$ cat config.mk
export PLATFORM = sky130hd
export DESIGN_NAME = length_prefixed_deframer
export DESIGN_NICKNAME = d
export VERILOG_FILES = /design/src/hw/rtl/lpd_pkg.sv /design/src/hw/rtl/lpd_ram.sv /design/src/hw/rtl/lpd_ctrl.sv /design/src/hw/rtl/lpd_dpath.sv /design/src/hw/rtl/length_prefixed_deframer.sv
export SDC_FILE = /design/constraint.sdc
export NUM_CORES = 1
export LEC_CHECK = 0
export BUFFER_PORTS_ARGS = -buffer_cell sky130_fd_sc_hd__buf_2
export CORE_MARGIN = 5
export CORE_UTILIZATION = 45
export CTS_CLUSTER_DIAMETER = 200
export DETAILED_ROUTE_END_ITERATION = 7
export SLEW_MARGIN = 10
export SYNTH_ARGS = -nofsm -noshare
export SYNTH_HDL_FRONTEND = slang
export SYNTH_HIERARCHICAL = 1
export SYNTH_SLANG_ARGS = --single-unit
$ cat constraint.sdc
create_clock -name clk -period 4.9 [get_ports clk]
set_input_delay 0.49 -clock clk [delete_from_list [all_inputs] [get_ports clk]]
set_output_delay 0.49 -clock clk [all_outputs]
set_load 0.005 [all_outputs]
$ cat src/hw/rtl/lpd_pkg.sv
`default_nettype none

package lpd_pkg;

  localparam int DATA_W      = 8;   // stream byte
  localparam int LEN_W       = 7;   // message_length field
  localparam int STAT_W      = 2;   // status field
  localparam int CNT_W       = 7;   // bytes held counter
  localparam int KEY_W       = 32;  // length word and key
  localparam int LEN_BYTES   = 4;   // bytes of the length word
  localparam int CFG_IDX_W   = 2;
  localparam int OUT_FIELD_W = DATA_W + LEN_W;  // out_byte and message_length
  localparam int OUT_TDATA_W = ((OUT_FIELD_W + 7) / 8) * 8;

  typedef enum logic [STAT_W-1:0] {
    ST_OK    = 2'd0,
    ST_SHORT = 2'd1,
    ST_LONG  = 2'd2
  } status_t;

  localparam logic [CFG_IDX_W-1:0] CFG_LENGTH_KEY = 2'd0;
  localparam logic [CFG_IDX_W-1:0] CFG_BIG_ENDIAN = 2'd1;

  // controller to datapath
  typedef struct packed {
    logic accept;     // take the input byte
    logic latch_len;  // capture decoded length and error kind
    logic rd_first;   // read store entry zero
    logic rd_next;    // read the following store entry
    logic load_msg;   // load a message byte into the output register
    logic load_err;   // load an error result into the output register
    logic clear;      // drop the current frame
  } cmd_t;

  // datapath to controller
  typedef struct packed {
    logic hdr_full;   // this byte completes the header
    logic msg_full;   // this byte completes the message
    logic dec_short;
    logic dec_long;
    logic dec_emit;   // header alone is the whole message
    logic out_free;   // output register can take a result this cycle
    logic snd_last;   // byte being read is the last of the message
  } stat_t;

endpackage

`default_nettype wire

$ cat src/hw/rtl/lpd_ram.sv
`default_nettype none

module lpd_ram #(
  parameter int WIDTH = 8,
  parameter int DEPTH = 64
) (
  input  wire logic                     clk,
  input  wire logic                     we,
  input  wire logic [$clog2(DEPTH)-1:0] waddr,
  input  wire logic [WIDTH-1:0]         wdata,
  input  wire logic                     re,
  input  wire logic [$clog2(DEPTH)-1:0] raddr,
  output logic      [WIDTH-1:0]         rdata_r
);

  logic [WIDTH-1:0] mem_r [DEPTH];

  always_ff @(posedge clk) begin
    if (we) begin
      mem_r[waddr] <= wdata;
    end
    if (re) begin
      rdata_r <= mem_r[raddr];
    end
  end

endmodule

`default_nettype wire

$ cat src/hw/rtl/lpd_ctrl.sv
`default_nettype none

module lpd_ctrl (
  input  wire logic           clk,
  input  wire logic           rst_n,
  input  wire logic           in_tvalid,
  output logic                in_tready,
  input  wire lpd_pkg::stat_t stat,
  output lpd_pkg::cmd_t       cmd
);

  import lpd_pkg::*;

  typedef enum logic [5:0] {
    S_HDR    = 6'b000001,
    S_DECODE = 6'b000010,
    S_BODY   = 6'b000100,
    S_ERR    = 6'b001000,
    S_RD     = 6'b010000,
    S_SEND   = 6'b100000
  } state_t;

  state_t state_r, state_nxt;
  logic   in_fire;

  assign in_tready = (state_r == S_HDR) || (state_r == S_BODY);
  assign in_fire   = in_tvalid && in_tready;

  always_comb begin
    state_nxt = state_r;
    cmd       = '0;
    case (state_r)
      S_HDR: begin
        cmd.accept = in_fire;
        if (in_fire && stat.hdr_full) begin
          state_nxt = S_DECODE;
        end
      end
      S_DECODE: begin
        cmd.latch_len = 1'b1;
        if (stat.dec_short || stat.dec_long) begin
          state_nxt = S_ERR;
        end else if (stat.dec_emit) begin
          state_nxt = S_RD;
        end else begin
          state_nxt = S_BODY;
        end
      end
      S_BODY: begin
        cmd.accept = in_fire;
        if (in_fire && stat.msg_full) begin
          state_nxt = S_RD;
        end
      end
      S_ERR: begin
        if (stat.out_free) begin
          cmd.load_err = 1'b1;
          cmd.clear    = 1'b1;
          state_nxt    = S_HDR;
        end
      end
      S_RD: begin
        cmd.rd_first = 1'b1;
        state_nxt    = S_SEND;
      end
      S_SEND: begin
        if (stat.out_free) begin
          cmd.load_msg = 1'b1;
          if (stat.snd_last) begin
            cmd.clear = 1'b1;
            state_nxt = S_HDR;
          end else begin
            cmd.rd_next = 1'b1;
          end
        end
      end
      default: begin
        state_nxt = S_HDR;
      end
    endcase
  end

  always_ff @(posedge clk) begin
    if (!rst_n) begin
      state_r <= S_HDR;
    end else begin
      state_r <= state_nxt;
    end
  end

endmodule

`default_nettype wire

$ cat src/hw/rtl/lpd_dpath.sv
`default_nettype none

module lpd_dpath #(
  parameter int HEADER_BYTES = 4,
  parameter int MAX_MESSAGE  = 64
) (
  input  wire logic                            clk,
  input  wire logic                            rst_n,
  input  wire logic                            cfg_we,
  input  wire logic [lpd_pkg::CFG_IDX_W-1:0]   cfg_index,
  input  wire logic [lpd_pkg::KEY_W-1:0]       cfg_wdata,
  input  wire logic [lpd_pkg::DATA_W-1:0]      in_byte,
  input  wire lpd_pkg::cmd_t                   cmd,
  output lpd_pkg::stat_t                       stat,
  input  wire logic                            out_tready,
  output logic                                 out_valid_r,
  output logic      [lpd_pkg::DATA_W-1:0]      out_byte_r,
  output lpd_pkg::status_t                     out_status_r,
  output logic      [lpd_pkg::LEN_W-1:0]       out_len_r,
  output logic                                 out_last_r
);

  import lpd_pkg::*;

  localparam int AW  = $clog2(MAX_MESSAGE);
  localparam int HIW = $clog2(LEN_BYTES);

  logic [KEY_W-1:0]  key_r;
  logic              big_r;
  logic [CNT_W-1:0]  held_r, held_inc;
  logic [DATA_W-1:0] hdr_r [LEN_BYTES];
  logic [LEN_W-1:0]  exp_len_r;
  logic              err_long_r;
  logic [AW-1:0]     snd_idx_r, rd_addr;
  logic [KEY_W-1:0]  len_word, len_dec;
  logic [DATA_W-1:0] rd_data;
  logic              out_valid_nxt;

  // configuration registers
  always_ff @(posedge clk) begin
    if (!rst_n) begin
      key_r <= '0;
      big_r <= 1'b0;
    end else if (cfg_we) begin
      if (cfg_index == CFG_LENGTH_KEY) begin
        key_r <= cfg_wdata;
      end else if (cfg_index == CFG_BIG_ENDIAN) begin
        big_r <= cfg_wdata[0];
      end
    end
  end

  assign held_inc = held_r + CNT_W'(1);

  always_ff @(posedge clk) begin
    if (!rst_n) begin
      held_r <= '0;
    end else if (cmd.clear) begin
      held_r <= '0;
    end else if (cmd.accept) begin
      held_r <= held_inc;
    end
  end

  // first bytes kept aside for the length word
  always_ff @(posedge clk) begin
    if (cmd.accept && (held_r < CNT_W'(LEN_BYTES))) begin
      hdr_r[held_r[HIW-1:0]] <= in_byte;
    end
  end

  assign len_word = big_r ? {hdr_r[0], hdr_r[1], hdr_r[2], hdr_r[3]}
                          : {hdr_r[3], hdr_r[2], hdr_r[1], hdr_r[0]};
  assign len_dec  = len_word ^ key_r;

  always_ff @(posedge clk) begin
    if (cmd.latch_len) begin
      exp_len_r  <= len_dec[LEN_W-1:0];
      err_long_r <= stat.dec_long;
    end
  end

  always_ff @(posedge clk) begin
    if (cmd.rd_first) begin
      snd_idx_r <= '0;
    end else if (cmd.rd_next) begin
      snd_idx_r <= snd_idx_r + AW'(1);
    end
  end

  assign rd_addr = cmd.rd_first ? '0 : (snd_idx_r + AW'(1));

  lpd_ram #(
    .WIDTH (DATA_W),
    .DEPTH (MAX_MESSAGE)
  ) u_store (
    .clk     (clk),
    .we      (cmd.accept && (held_r < CNT_W'(MAX_MESSAGE))),
    .waddr   (held_r[AW-1:0]),
    .wdata   (in_byte),
    .re      (cmd.rd_first || cmd.rd_next),
    .raddr   (rd_addr),
    .rdata_r (rd_data)
  );

  always_comb begin
    stat           = '0;
    stat.hdr_full  = (held_inc == CNT_W'(HEADER_BYTES));
    stat.msg_full  = (held_inc >= exp_len_r);
    stat.dec_short = (len_dec < KEY_W'(HEADER_BYTES));
    stat.dec_long  = (len_dec > KEY_W'(MAX_MESSAGE));
    stat.dec_emit  = (held_r >= len_dec[LEN_W-1:0]);
    stat.out_free  = !out_valid_r || out_tready;
    stat.snd_last  = ((LEN_W'(snd_idx_r) + LEN_W'(1)) == exp_len_r);
  end

  // output register
  always_comb begin
    out_valid_nxt = out_valid_r;
    if (out_valid_r && out_tready) begin
      out_valid_nxt = 1'b0;
    end
    if (cmd.load_msg || cmd.load_err) begin
      out_valid_nxt = 1'b1;
    end
  end

  always_ff @(posedge clk) begin
    if (!rst_n) begin
      out_valid_r <= 1'b0;
    end else begin
      out_valid_r <= out_valid_nxt;
    end
  end

  always_ff @(posedge clk) begin
    if (cmd.load_msg) begin
      out_byte_r   <= rd_data;
      out_status_r <= ST_OK;
      out_len_r    <= exp_len_r;
      out_last_r   <= stat.snd_last;
    end else if (cmd.load_err) begin
      out_byte_r   <= '0;
      out_status_r <= err_long_r ? ST_LONG : ST_SHORT;
      out_len_r    <= '0;
      out_last_r   <= 1'b1;
    end
  end

endmodule

`default_nettype wire

$ cat src/hw/rtl/length_prefixed_deframer.sv
// length-prefixed message deframer
// in_* : one received stream byte per beat (in_tdata[7:0])
// out_*: one beat per message byte, header included, kind in tuser, tlast on last byte;
//        a bad length gives a single error beat with zero byte and length, tlast high
// cfg_*: write-only registers, index 0 length key (xored with the length word),
//        index 1 length byte order (0 little endian, 1 big endian); write only
//        while no frame is in flight
// header bytes are taken one per cycle; the cycle after the last header byte
// decodes the length (first four header bytes) and checks it against the
// header size and the store size
// body bytes are taken one per cycle into a single-port-write store of
// MAX_MESSAGE bytes; input stalls in the decode cycle and from the frame's last byte
// until its results are all loaded into the output register
// playback of an n-byte message reads entry zero in the read state, then gives n
// beats at one per cycle while the receiver keeps up, via the registered read port
// frame steps: header bytes, decode cycle, body bytes, read state, output beats;
// a bad length gives its error beat after decode; a message's first beat is loaded
// after the read state, which follows its last byte or a header-only frame's decode
// receiver stall: the output register holds its beat and playback pauses
// reset: state, count and tvalid cleared, key 0, little endian, no frame in progress
`default_nettype none

module length_prefixed_deframer #(
  parameter int HEADER_BYTES = 4,
  parameter int MAX_MESSAGE  = 64
) (
  input  wire logic                                clk,
  input  wire logic                                rst_n,
  // config write port
  input  wire logic                                cfg_we,
  input  wire logic [lpd_pkg::CFG_IDX_W-1:0]       cfg_index,
  input  wire logic [lpd_pkg::KEY_W-1:0]           cfg_wdata,
  // byte stream in
  input  wire logic                                in_tvalid,
  output logic                                     in_tready,
  input  wire logic [lpd_pkg::DATA_W-1:0]          in_tdata,   // data_byte
  // message stream out
  output logic                                     out_tvalid,
  input  wire logic                                out_tready,
  output logic      [lpd_pkg::OUT_TDATA_W-1:0]     out_tdata,  // out_byte, message_length
  output logic      [lpd_pkg::STAT_W-1:0]          out_tuser,  // status
  output logic                                     out_tlast
);

  import lpd_pkg::*;

  cmd_t              cmd;
  stat_t             stat;
  logic [DATA_W-1:0] out_byte;
  status_t           out_status;
  logic [LEN_W-1:0]  out_len;

  lpd_ctrl u_ctrl (
    .clk       (clk),
    .rst_n     (rst_n),
    .in_tvalid (in_tvalid),
    .in_tready (in_tready),
    .stat      (stat),
    .cmd       (cmd)
  );

  lpd_dpath #(
    .HEADER_BYTES (HEADER_BYTES),
    .MAX_MESSAGE  (MAX_MESSAGE)
  ) u_dpath (
    .clk          (clk),
    .rst_n        (rst_n),
    .cfg_we       (cfg_we),
    .cfg_index    (cfg_index),
    .cfg_wdata    (cfg_wdata),
    .in_byte      (in_tdata),
    .cmd          (cmd),
    .stat         (stat),
    .out_tready   (out_tready),
    .out_valid_r  (out_tvalid),
    .out_byte_r   (out_byte),
    .out_status_r (out_status),
    .out_len_r    (out_len),
    .out_last_r   (out_tlast)
  );

  // pack fields from the lowest bit up, pad to whole bytes
  assign out_tdata = {(OUT_TDATA_W - OUT_FIELD_W)'(0), out_len, out_byte};
  assign out_tuser = out_status;

  // an error beat always closes its frame
  a_err_last : assert property (@(posedge clk) disable iff (!rst_n)
    (out_tvalid && (out_status != ST_OK)) |-> out_tlast)
    else $error("error beat without tlast");

  // a message beat carries a length the checks allowed
  a_len_range : assert property (@(posedge clk) disable iff (!rst_n)
    (out_tvalid && (out_status == ST_OK)) |->
      ((out_len >= LEN_W'(HEADER_BYTES)) && (out_len <= LEN_W'(MAX_MESSAGE))))
    else $error("message beat with out-of-range length");

  // taking input, latching the length and loading a result never happen together
  a_cmd_excl : assert property (@(posedge clk) disable iff (!rst_n)
    $onehot0({cmd.accept, cmd.latch_len, cmd.load_msg, cmd.load_err}))
    else $error("conflicting datapath commands");

  // input is not taken while a result is being loaded for output
  a_no_in_while_out : assert property (@(posedge clk) disable iff (!rst_n)
    (cmd.load_msg || cmd.load_err) |-> !in_tready)
    else $error("input ready during playback");

endmodule

`default_nettype wire
# ---- Word level (Yosys, flattened, before mapping)
# Memory sizes are Yosys's and may differ from the RTL's. A register that Yosys moved wholly into a read port is not among the register bits.
# Index checks and enable logic that the tools add are counted.
# W data, S select, Z words.
dict set report word_totals {
  ff_bits 79
  ramBits 544
  output_inout_bits 21
  wordCells 94
  mem_count 2
}
dict set report op_classes {
  addsub 3
  n_lt_le_gt_ge 6
  n_eq_ne 14
  mux 34
  bitwise_logic 3
  n_reduce_logical 20
}
# name depth width rd rd_ports_with_merged_regs wr line_no
set mem_list {}
lappend mem_list {u_dpath.u_store.mem_r 64 8 1 1 1 lpd_ram.sv:16} ;# logic [WIDTH-1:0] mem_r [DEPTH];
lappend mem_list {u_dpath.hdr_r 4 8 4 0 1 lpd_dpath.sv:31} ;# logic [DATA_W-1:0] hdr_r [LEN_BYTES];
# cell n
set ops {}
lappend ops {{$mux W6} 6}
lappend ops {{$pmux W6 S6} 1}
lappend ops {{$gt A32 B7 Y1 const B} 1}
lappend ops {{$lt A32 B3 Y1 const B} 1}
lappend ops {{$mux W32} 1}
lappend ops {{$xor A32 B32 Y32} 1}
lappend ops {{$mux W8} 2}
lappend ops {{$mux W1} 15}
lappend ops {{$ge A7 B7 Y1} 2}
lappend ops {{$mux W7} 2}
lappend ops {{$mux W5} 2}
lappend ops {{$ne A2 B2 Y1 const B} 5}
lappend ops {{$mux W2} 4}
lappend ops {{$add A6 B1 Y7 const B} 1}
lappend ops {{$add A7 B1 Y7 const B} 1}
lappend ops {{$eq A7 B3 Y1 const B} 1}
lappend ops {{$eq A7 B7 Y1} 1}
lappend ops {{$lt A7 B3 Y1 const B} 1}
lappend ops {{$lt A7 B7 Y1 const B} 1}
lappend ops {{$add A6 B1 Y6 const B} 1}
lappend ops {{$eq A6 B1 Y1 const B} 1}
lappend ops {{$eq A6 B2 Y1 const B} 1}
lappend ops {{$eq A6 B3 Y1 const B} 1}
lappend ops {{$eq A6 B4 Y1 const B} 1}
lappend ops {{other kinds (14)} 26}

# ---- Longest topological paths before layout
# Gate-level depths: netlist (run 1).
dict set report logic_depth {
  depth_word 7
  ltp_mapped 14
  ltp_nobuf 11
}

# ---- Hierarchy
# The synthesis (run 1) kept the hierarchy.
# mod instances cells_each area_each_um2
set modules_own_cells {}
lappend modules_own_cells {lpd_ram 1 940 20246.9}
lappend modules_own_cells {lpd_dpath 1 461 5026.1}
lappend modules_own_cells {lpd_ctrl 1 53 442.9}
lappend modules_own_cells {length_prefixed_deframer 1 2 11.3}

# ---- Worst setup path after synthesis (run 1)
# Ideal clock, no wire load.
dict set report synth_path {
  path_type {reg-to-reg}
  from {reg u_ctrl.state_r[2]}
  to {reg u_dpath.u_store.rdata_r[3] (read register of u_dpath.u_store.mem_r), data pin}
  setup_time_ns 0.270
  arrival_ns 2.788
  required_ns 4.630
  slack_ns 1.843
  path_stages_with_launch 12
  path_buffers 4
  period_less_slack_ns 3.057
  cell_sequence {dfxtp_1 > buf_6 > nor4_1 > and3b_2 > clkbuf_1 > nor2_1 > buf_6 > buf_4 > mux4_2 > mux4_2 > o21ai_1 > o41ai_1}
}
# item line_no
set synth_rtl {}
lappend synth_rtl {{start: declaration} lpd_ctrl.sv:23} ;# state_t state_r, state_nxt;
lappend synth_rtl {{start signal: assignment} lpd_ctrl.sv:87} ;# state_r <= state_nxt;
lappend synth_rtl {{end: declaration} lpd_ram.sv:13} ;# output logic [WIDTH-1:0] rdata_r

==> impl_results.md, run 1 <==
- Netlist cell types: 67
- Share of layout cells above drive strength 1: 0.230
- Vias in the first global route: 13700
- MaxCap Viol Count: 0
- # DRC: 0
- Pwr/cell area: 391 nW/µm²
- Antenna Nets Post-Route: 0
- WL per Instance: 24.8 µm
- CP Launch Type: flip-flop
- Setup crit end kind: flip-flop
- Mapped cell area: 25700 µm²
- Post-CTS setup buffers: 0
- Setup Total Neg Slack: 0 ns
- Clock latency at the later pin of the worst-skew pair: 0.60 ns
- Die area: 62100 µm²
- Synthesis-to-layout area growth: 13.4%
- Port-buffer cells: 66
- Status: completed
- CP required: 5.11 ns
- Core footprint: 56500 µm²
- Synthesis warning total: 6
- Worst vdd ir: 0.000220 V
- First-pass GRT wire length: 88400 µm
- Average cell area after synthesis: 17.7 µm²
- Slew Viols, Final: 0
- CP max FO: 12
- Final core occ: 0.516
- H-Tree Depth: 3
- Final instance area: 29200 µm²
- PostCTS Resize Cnt: 0
- Worst Skew: 0.0278 ns
- Clk root buf: clkbuf_16
- HPWL after DPL: 36200 µm
- Fraction of registers with async set/reset: 0
- Clk buf depth: 3
- Initial core utilization: 0.455
- Worst-Margin Slew: 1.05 ns
- CP max stage cell: nor2_1
- Post-synth EDFFs: 576
- Net Count, Synth: 1522
- Hold Vio Cnt, Final: 0
- #FFs+latches synth: 631
- Hold buffer count at cts: 0
- Crit path DAT: 4.16 ns
- GP Congestion: 0.802
- Via count: 13500
- DR iter-0 viols: 979
- Die height: 249 µm
- Top FF cell, synth: edfxtp_1
- RSZ-0062 raised after global routing: no
- Highest Clock Rate: 0.253 GHz
- Routed WL: 59000 µm
- TritonCTS clock tree: built
- TritonCTS buffer count: 66
- Most frequent cells in the layout: edfxtp_1, mux4_2, nor2_1
- Crit Path Category: reg -> reg
- # diodes: 0
- Largest net degree at the start of global routing: 90
- Area after DPL: 27100 µm²
- Setup-failing EPs final: 0
- Clk slew on worst S/H paths: 0.06 ns
- GRT Total Usage: 0.188
- Overflow after GRT: 0
- Worst Hold Class: in -> reg
- Final Cycle Share: 0.807
- Synth Instances: 1456
- Worst-path cell chain: nor4_1 -> nand3b_1 -> nand2_1 -> and2_1 -> buf_4 -> nor2b_1 -> nor2b_1 -> nand2_1 -> nor2_1
- Die W: 249 µm
- Vias per cell: 5.69
- Fill cells: 4493
- Drt pass-1 iters: 5
- I/O Pins: 68
- Cell leakage power: 9.52 nW
- Nets@finish: 1641
- Sequential fraction of the synthesis area: 0.715
- Critical Path Max Stage Delay: 0.92 ns
- Std-Cell Rows: 87
- Antenna violations before repair: 1
- Final critical-path required period: 3.95 ns
- Worst slew margin: 0.300
- Number of clock sinks: 631
- Most common cell after layout, fill and taps aside: edfxtp_1
## critical path, delay by kind of cell, from the launching register on
| kind | cells | cell delay [ns] |
|---|---|---|
| simple gates | 8 | 3.00 |
| buf+inv | 1 | 0.17 |
| flops | 1 | 0.38 |
## report_power, final
part / internal [mW] / switching, mW
registers: 5.99 / 0.0742
clock network: 2.78 / 1.98
logic: 0.208 / 0.360
## state kept, by name, indices dropped and copies added (netlist names)
| name | cells |
|---|---|
| u_dpath/u_store/mem_r | 512 |
| u_dpath/hdr_r | 32 |
| u_dpath/key_r | 32 |
| u_dpath/out_byte_r | 8 |
| u_dpath/u_store/rdata_r | 8 |
| u_dpath/exp_len_r | 7 |
| u_dpath/held_r | 7 |
| u_dpath/out_len_r | 7 |
| u_ctrl/state_r | 6 |
| u_dpath/snd_idx_r | 6 |
| u_dpath/out_status_r | 2 |
| u_dpath/big_r | 1 |
| u_dpath/err_long_r | 1 |
| u_dpath/out_last_r | 1 |
| u_dpath/out_valid_r | 1 |
## layout make-up
class / instances / area [µm²] / share of cell area
inverter: 18 / 67.6 / 0.00232
timing repair buffer: 122 / 801 / 0.0275
clock buffer: 85 / 1830 / 0.0626
clock inverter: 28 / 228 / 0.00781
multi-input combinational: 736 / 6900 / 0.236
tap: 756 / 946 / 0.0324
sequential: 631 / 18400 / 0.631
## cell families (layout without fill, tap and decap cells)
logic type      Yosys count  in the layout  synth area share
flops                   631            631             0.715
simple gates            347            347            0.0651
xor+xnor                 56             56            0.0196
compound gates          116            116            0.0335
other cells               1              1          0.000146
fa+ha+maj                19             19           0.00924
buf+inv                  89            253            0.0187
mux                     197            197             0.139
## per-layer routing
layer  vias up  global-route usage  part of all wire
met5         -                   0           0.00012
met4         2              0.0632             0.028
met3        98              0.0476             0.075
met2       453               0.294              0.46
met1      7003               0.263              0.43
li1       5965                   -                 -
## path summary, 6_finish.rpt
kind | cells after the start | endpoint | from | slack (ns)
max | 9 | u_dpath/u_store/mem_r[56][5] | u_ctrl/state_r[1] | 0.95
min | 3 | u_dpath/key_r[15] | cfg_wdata[15] | 0.16
max reg2reg | 9 | u_dpath/u_store/mem_r[56][5] | u_ctrl/state_r[1] | 0.95
min reg2reg | 2 | u_dpath/key_r[19] | u_dpath/key_r[19] | 0.48
## synthesized netlist by cell type (all sizes together), types with 16 or more instances
library cell  count  area, µm²
xor2             16        140
nor2            114        428
nand2            99        372
nand3            19       95.1
and2             19        119
clkbuf           31        116
edfxtp          576      17300
xnor2            39        342
buf              40        298
mux4            126       2840
ha               19        238
dfxtp            55       1100
mux2i            58        581
nor2b            19        119
a21boi           33        248
inv              18       67.6
## per-stage QoR
step / hold WS (ns) / setup WS, ns / cells / total power [mW]
floorplan: 0.456 / 1.84 / 1456 / 6.48
global placement: 0.467 / 0.981 / 2263 / 6.73
detailed placement: 0.474 / 0.939 / 2263 / 6.75
CTS: 0.124 / 0.952 / 2376 / 11.5
global route: 0.153 / 0.776 / 2376 / 11.8
finish: 0.156 / 0.948 / 2376 / 11.4
No activity file was read; power rests on OpenSTA's default activity.
==> run 2: changes to the inputs <==
==> constraint.sdc (replaced) <==
create_clock -name clk -period 3.4 [get_ports clk]
set_input_delay 0.34 -clock clk [delete_from_list [all_inputs] [get_ports clk]]
set_output_delay 0.34 -clock clk [all_outputs]
set_load 0.005 [all_outputs]
==> impl_results.md, run 2 (synthesis gave the netlist of run 1 again) <==
- Status: completed
- Clk root buf: clkbuf_16
- Hold Vio Cnt, Final: 0
- Clk slew on worst S/H paths: 0.06 ns
- # diodes: 0
- Setup ws final: 0.152 ns
- Die area: 62100 µm²
- Pwr Total: 16.6 mW
- Most common cell after layout, fill and taps aside: edfxtp_1
- Worst slew margin: 0.340
- # DRC: 0
- Fill cells: 4505
- Most frequent cells in the layout: edfxtp_1, buf_4, mux4_2
- Die height: 249 µm
- MaxCap Viol Count: 0
- Final critical-path required period: 3.25 ns
- Die W: 249 µm
- Setup Total Neg Slack: 0 ns
- Largest register FFs: 512
- Cell leakage power: 10.1 nW
- Core footprint: 56500 µm²
- WL per Instance: 23.8 µm
- Via count: 13900
- Vias per cell: 5.56
- RSZ-0062 raised after global routing: no
- Clk buf depth: 3
- Worst vdd ir: 0.000357 V
- Clock latency at the later pin of the worst-skew pair: 0.60 ns
- Share of layout cells above drive strength 1: 0.271
- Synthesis-to-layout area growth: 17.5%
- Slew Viols, Final: 0
- DR iter-0 viols: 1318
- Port-buffer cells: 66
- Largest net degree at the start of global routing: 71
- Largest Register: u_dpath/u_store/mem_r
- Sequential Area: 18400 µm²
- Worst Skew: 0.0199 ns
- Highest Clock Rate: 0.308 GHz
- Area taken by multi-input logic gates: 6920 µm²
- Number of clock sinks: 631
- GRT Total Usage: 0.192
- Worst-Margin Slew: 0.990 ns
- Std-Cell Rows: 87
- Crit Path Category: reg -> reg
- Area after DPL: 27800 µm²
- Setup-failing EPs final: 0
- HPWL after DPL: 38000 µm
- Vias in the first global route: 14300
- TritonCTS buffer count: 68
- I/O Pins: 68
- Crit path DAT: 3.58 ns
- Worst Hold Class: in -> reg
- Drt pass-1 iters: 5
- Antenna violations before repair: 2
- Pwr/cell area: 548 nW/µm²
- Routed WL: 59600 µm
- Overflow after GRT: 0
- Initial core utilization: 0.455
- CP Launch Type: flip-flop
- DP Worst Slack: 0.0759 ns
- Final instance area: 30200 µm²
- Hold_ws: 0.0375 ns
- First-pass GRT wire length: 90300 µm
- H-Tree Depth: 3
- CP max FO: 56
- GP Congestion: 0.831
- Antenna Nets Post-Route: 0
- CP required: 3.73 ns
- TritonCTS clock tree: built
- Final Cycle Share: 0.955
- Nets@finish: 1762
- Setup crit end kind: flip-flop
run 2: cell types whose count changed in the layout (fill, tap and decap cells not counted), sizes merged:
cell         previous run  this run
buf                   122       217
dlygate4sd3             0        24
inv                    19        23
clkbuf                 85        87
clkinv                 20        22
clkinvlp                4         3
run 2: cell type report:
type                    instances  area share
flip-flops and latches        631       0.609
multi-input cells             736       0.229
repair buffers                241      0.0602
clock buffers                  87      0.0601
well taps                     756      0.0313
clock inverters                33     0.00869
inverters                      18     0.00224
run 2: final timing paths:
check | end | cells after the start | startpoint | slack, ns
worst max-delay path | u_dpath/u_store/rdata_r[6] | 9 | u_ctrl/state_r[1] | 0.15
worst min-delay path | u_dpath/key_r[17] | 3 | cfg_wdata[17] | 0.04
worst max register to register | u_dpath/u_store/rdata_r[6] | 9 | u_ctrl/state_r[1] | 0.15
worst min register to register | u_dpath/key_r[3] | 2 | u_dpath/key_r[3] | 0.48
run 2: critical path: stages, from the launching register on:
cell	delay [ns]
dfxtp_1	0.50
nor4_2	0.10
and3b_2	0.24
buf_4	0.18
nor2_4	0.38
buf_12	0.37
mux4_2	0.36
o221a_2	0.26
nor3_1	0.39
o32ai_1	0.16
run 2: where the power goes:
group | leakage [nW] | total (mW) | switching (mW) | internal (mW)
sequential | 5.67 | 8.72 | 0.0781 | 8.64
combinational | 3.45 | 0.926 | 0.565 | 0.361
clock | 1.01 | 6.92 | 2.90 | 4.01
total | 10.1 | 16.6 | 3.55 | 13.0
run 2: metal layers:
layer  vias up  routed length [µm]  track usage
li1       6218                   -            -
met5         -                  13            0
met2       467               28500        0.307
met4         2                1240       0.0566
met3        76                4260       0.0399
met1      7140               25600        0.269
run 2: per-stage QoR:
| step | std cells | utilization |
|---|---|---|
| after floorplan | 1456 | - |
| after global placement | 2352 | 0.492 |
| after global routing | 2502 | 0.535 |
| after detailed placement | 2352 | 0.492 |
| final | 2502 | 0.535 |
| after CTS | 2496 | 0.533 |
run 2: what timing repair did:
action,in CTS,in global routing
hold buffers,24,0
endpoints found under the setup margin,0,55
setup buffers,0,6
gates resized for setup,0,9
endpoints found under the hold margin,24,0
==> run 3: changes to the inputs <==
--- a/config.mk
+++ b/config.mk
@@ -7,9 +7,11 @@
 export LEC_CHECK = 0
 export BUFFER_PORTS_ARGS = -buffer_cell sky130_fd_sc_hd__buf_2
 export CORE_MARGIN = 5
-export CORE_UTILIZATION = 45
+export CORE_UTILIZATION = 50
+export CTS_BUF_LIST = sky130_fd_sc_hd__clkbuf_4
 export CTS_CLUSTER_DIAMETER = 200
 export DETAILED_ROUTE_END_ITERATION = 7
+export PLACE_DENSITY = 0.69
 export SLEW_MARGIN = 10
 export SYNTH_ARGS = -nofsm -noshare
 export SYNTH_HDL_FRONTEND = slang
==> impl_results.md, run 3 (synthesis gave the netlist of run 1 again) <==
- WL per Instance: 22.8 µm
- Worst slew margin: 0.396
- Hold path cells: 4
- Clock latency at the later pin of the worst-skew pair: 0.99 ns
- Setup-failing EPs final: 0
- Drt pass-1 iters: 5
- HPWL after DPL: 37500 µm
- Slew Viols, Final: 0
- Clk slew on worst S/H paths: 0.07 ns
- R2R Path Start: u_ctrl/state_r[1]
- Pwr/cell area: 520 nW/µm²
- Worst vdd ir: 0.000278 V
- CP required: 4.12 ns
- Pwr Total: 16.1 mW
- H-Tree Depth: 4
- Worst Hold Class: in -> reg
- Overflow after GRT: 0
- DP Worst Slack: 0.0475 ns
- RSZ-0062 raised after global routing: no
- Share of layout cells above drive strength 1: 0.311
- Clock network fraction of total power: 0.398
- Number of clock sinks: 631
- Nets@finish: 1936
- Critical Path Max Stage Delay: 0.54 ns
- Die W: 237 µm
- Routed WL: 60800 µm
- Initial core utilization: 0.504
- Clk root buf: clkbuf_4
- First-pass GRT wire length: 92900 µm
- Worst Reg-to-Reg Cells: 9
- Die height: 237 µm
- Most frequent cells in the layout: edfxtp_1, clkbuf_4, buf_4
- Critical path's top delay family: simple AND/OR/NAND/NOR gates
- Worst-Margin Slew: 0.906 ns
- GP Congestion: 0.871
- Setup Total Neg Slack: 0 ns
- Vias in the first global route: 15600
- Final instance area: 30900 µm²
- Largest Register: u_dpath/u_store/mem_r
- Antenna Nets Post-Route: 0
- Flop pwr share: 0.542
- # DRC: 0
- Combinational power share: 0.060
- Status: completed
- Switch share: 0.228
- Buf/Inv on CP: 2
- Final Cycle Share: 0.956
- DR iter-0 viols: 1175
- Setup crit end kind: flip-flop
- Core footprint: 51100 µm²
- Crit Path Category: reg -> reg
- Antenna violations before repair: 2
- Port-buffer cells: 66
- Via count: 15000
- Worst Skew: 0.0701 ns
- Setup ws final: 0.150 ns
- NetSw: 3.66 mW
- Highest Clock Rate: 0.308 GHz
- CP Launch Type: flip-flop
- Clk buf depth: 3
- Hold Crit Endpoint: u_ctrl/state_r[2]
- Most common cell after layout, fill and taps aside: edfxtp_1
- Crit path DAT: 3.97 ns
- Worst R2R End: u_dpath/u_store/rdata_r[5]
- Die area: 56100 µm²
- Reg2reg setup slack: 0.15 ns
- Worst-path cell chain: nor4_1 -> and3b_2 -> nor2_4 -> clkbuf_16 -> mux4_2 -> nor2b_1 -> a2111oi_0 -> buf_4 -> o41ai_1
- Hold Vio Cnt, Final: 0
- Largest net degree at the start of global routing: 55
- GRT Total Usage: 0.219
- Largest register FFs: 512
- Worst Min Path Start: in_tvalid
- Area after DPL: 27700 µm²
- Final critical-path required period: 3.25 ns
- TritonCTS buffer count: 157
- I/O Pins: 68
- Synthesis-to-layout area growth: 20.3%
- CP max FO: 54
- Cell leakage power: 10.7 nW
- MaxCap Viol Count: 0
- Std-Cell Rows: 83
- TritonCTS clock tree: built
- Fill cells: 3670
- CP max stage cell: mux4_2
- Vias per cell: 5.64
- Power Internal: 12.4 mW
==> run 3: changes by cell type in the layout (fill, tap and decap cells not counted), sizes merged <==
cell	change
buf	-3
bufinv	+2
clkbuf	+136
clkinv	+16
diode	+1
dlygate4sd3	+87
==> run 3: through the flow <==
step / hold WS (ns) / cells / utilization
final: 0.356 / 2665 / 0.606
after detailed placement: 0.478 / 2272 / 0.542
after global placement: 0.467 / 2272 / 0.542
after global routing: 0.286 / 2665 / 0.606
after CTS: 0.212 / 2656 / 0.604
after floorplan: 0.418 / 1456 / -
==> run 3: area by class of cell <==
| cell class | count | area [µm²] | area share |
|---|---|---|---|
| Clock buffer | 222 | 1670 | 0.0539 |
| Tap cell | 680 | 851 | 0.0275 |
| Clock inverter | 51 | 357 | 0.0115 |
| Multi-Input combinational cell | 736 | 6900 | 0.223 |
| Timing Repair Buffer | 326 | 2700 | 0.0873 |
| Sequential cell | 631 | 18400 | 0.595 |
| Inverter | 18 | 67.6 | 0.00218 |
| Antenna cell | 1 | 2.50 | 0.0000809 |
==> run 3: worst max path at each step <==
| stage | start | endpoint | slack, ns | depth (start not counted) |
|---|---|---|---|---|
| 2_1_floorplan | u_ctrl/state_r[2] | u_dpath/u_store/rdata_r[3] | 0.34 | 11 |
| 3_3_place_gp | u_ctrl/state_r[3] | u_dpath/u_store/rdata_r[4] | 0.1 | 9 |
| 3_5_place_dp | u_ctrl/state_r[3] | u_dpath/u_store/rdata_r[4] | 0.05 | 9 |
| 4_1_cts | u_ctrl/state_r[1] | u_dpath/u_store/rdata_r[4] | 0.04 | 9 |
| 5_1_grt | u_ctrl/state_r[1] | u_dpath/u_store/rdata_r[4] | 0.04 | 10 |
| 6_report | u_ctrl/state_r[1] | u_dpath/u_store/rdata_r[5] | 0.15 | 9 |
==> run 3: power groups by stage <==
stage	registers, mW	logic (mW)	clock network (mW)
after CTS	8.72	0.954	6.59
after detailed placement	8.88	0.875	0
after global routing	8.73	1.05	7.04
after floorplan	8.86	0.481	0
final	8.72	0.967	6.40
after global placement	8.87	0.848	0
==> run 3: routing by layer <==
metal | GRT usage | part of all wire | vias up | routed length, µm
met5 | 0 | 0 | - | 0
met4 | 0.0773 | 0.023 | 0 | 1410
met3 | 0.0568 | 0.080 | 98 | 4880
met2 | 0.347 | 0.49 | 621 | 29600
met1 | 0.298 | 0.41 | 7644 | 24900
li1 | - | - | 6676 | -
==> run 3: worst min-delay path, cell delays in order <==
cell and delay [ns]:
dlygate4sd3_1 0.54, buf_2 0.15, a21oi_1 0.07, o21a_1 0.17
==> run 3: what timing repair did <==
item                                   4_1_cts  5_1_grt
resized for setup                            0        5
hold buffers                               111        0
setup endpoints to repair                    0        4
buffers inserted                             0        8
endpoints found under the hold margin      332        0
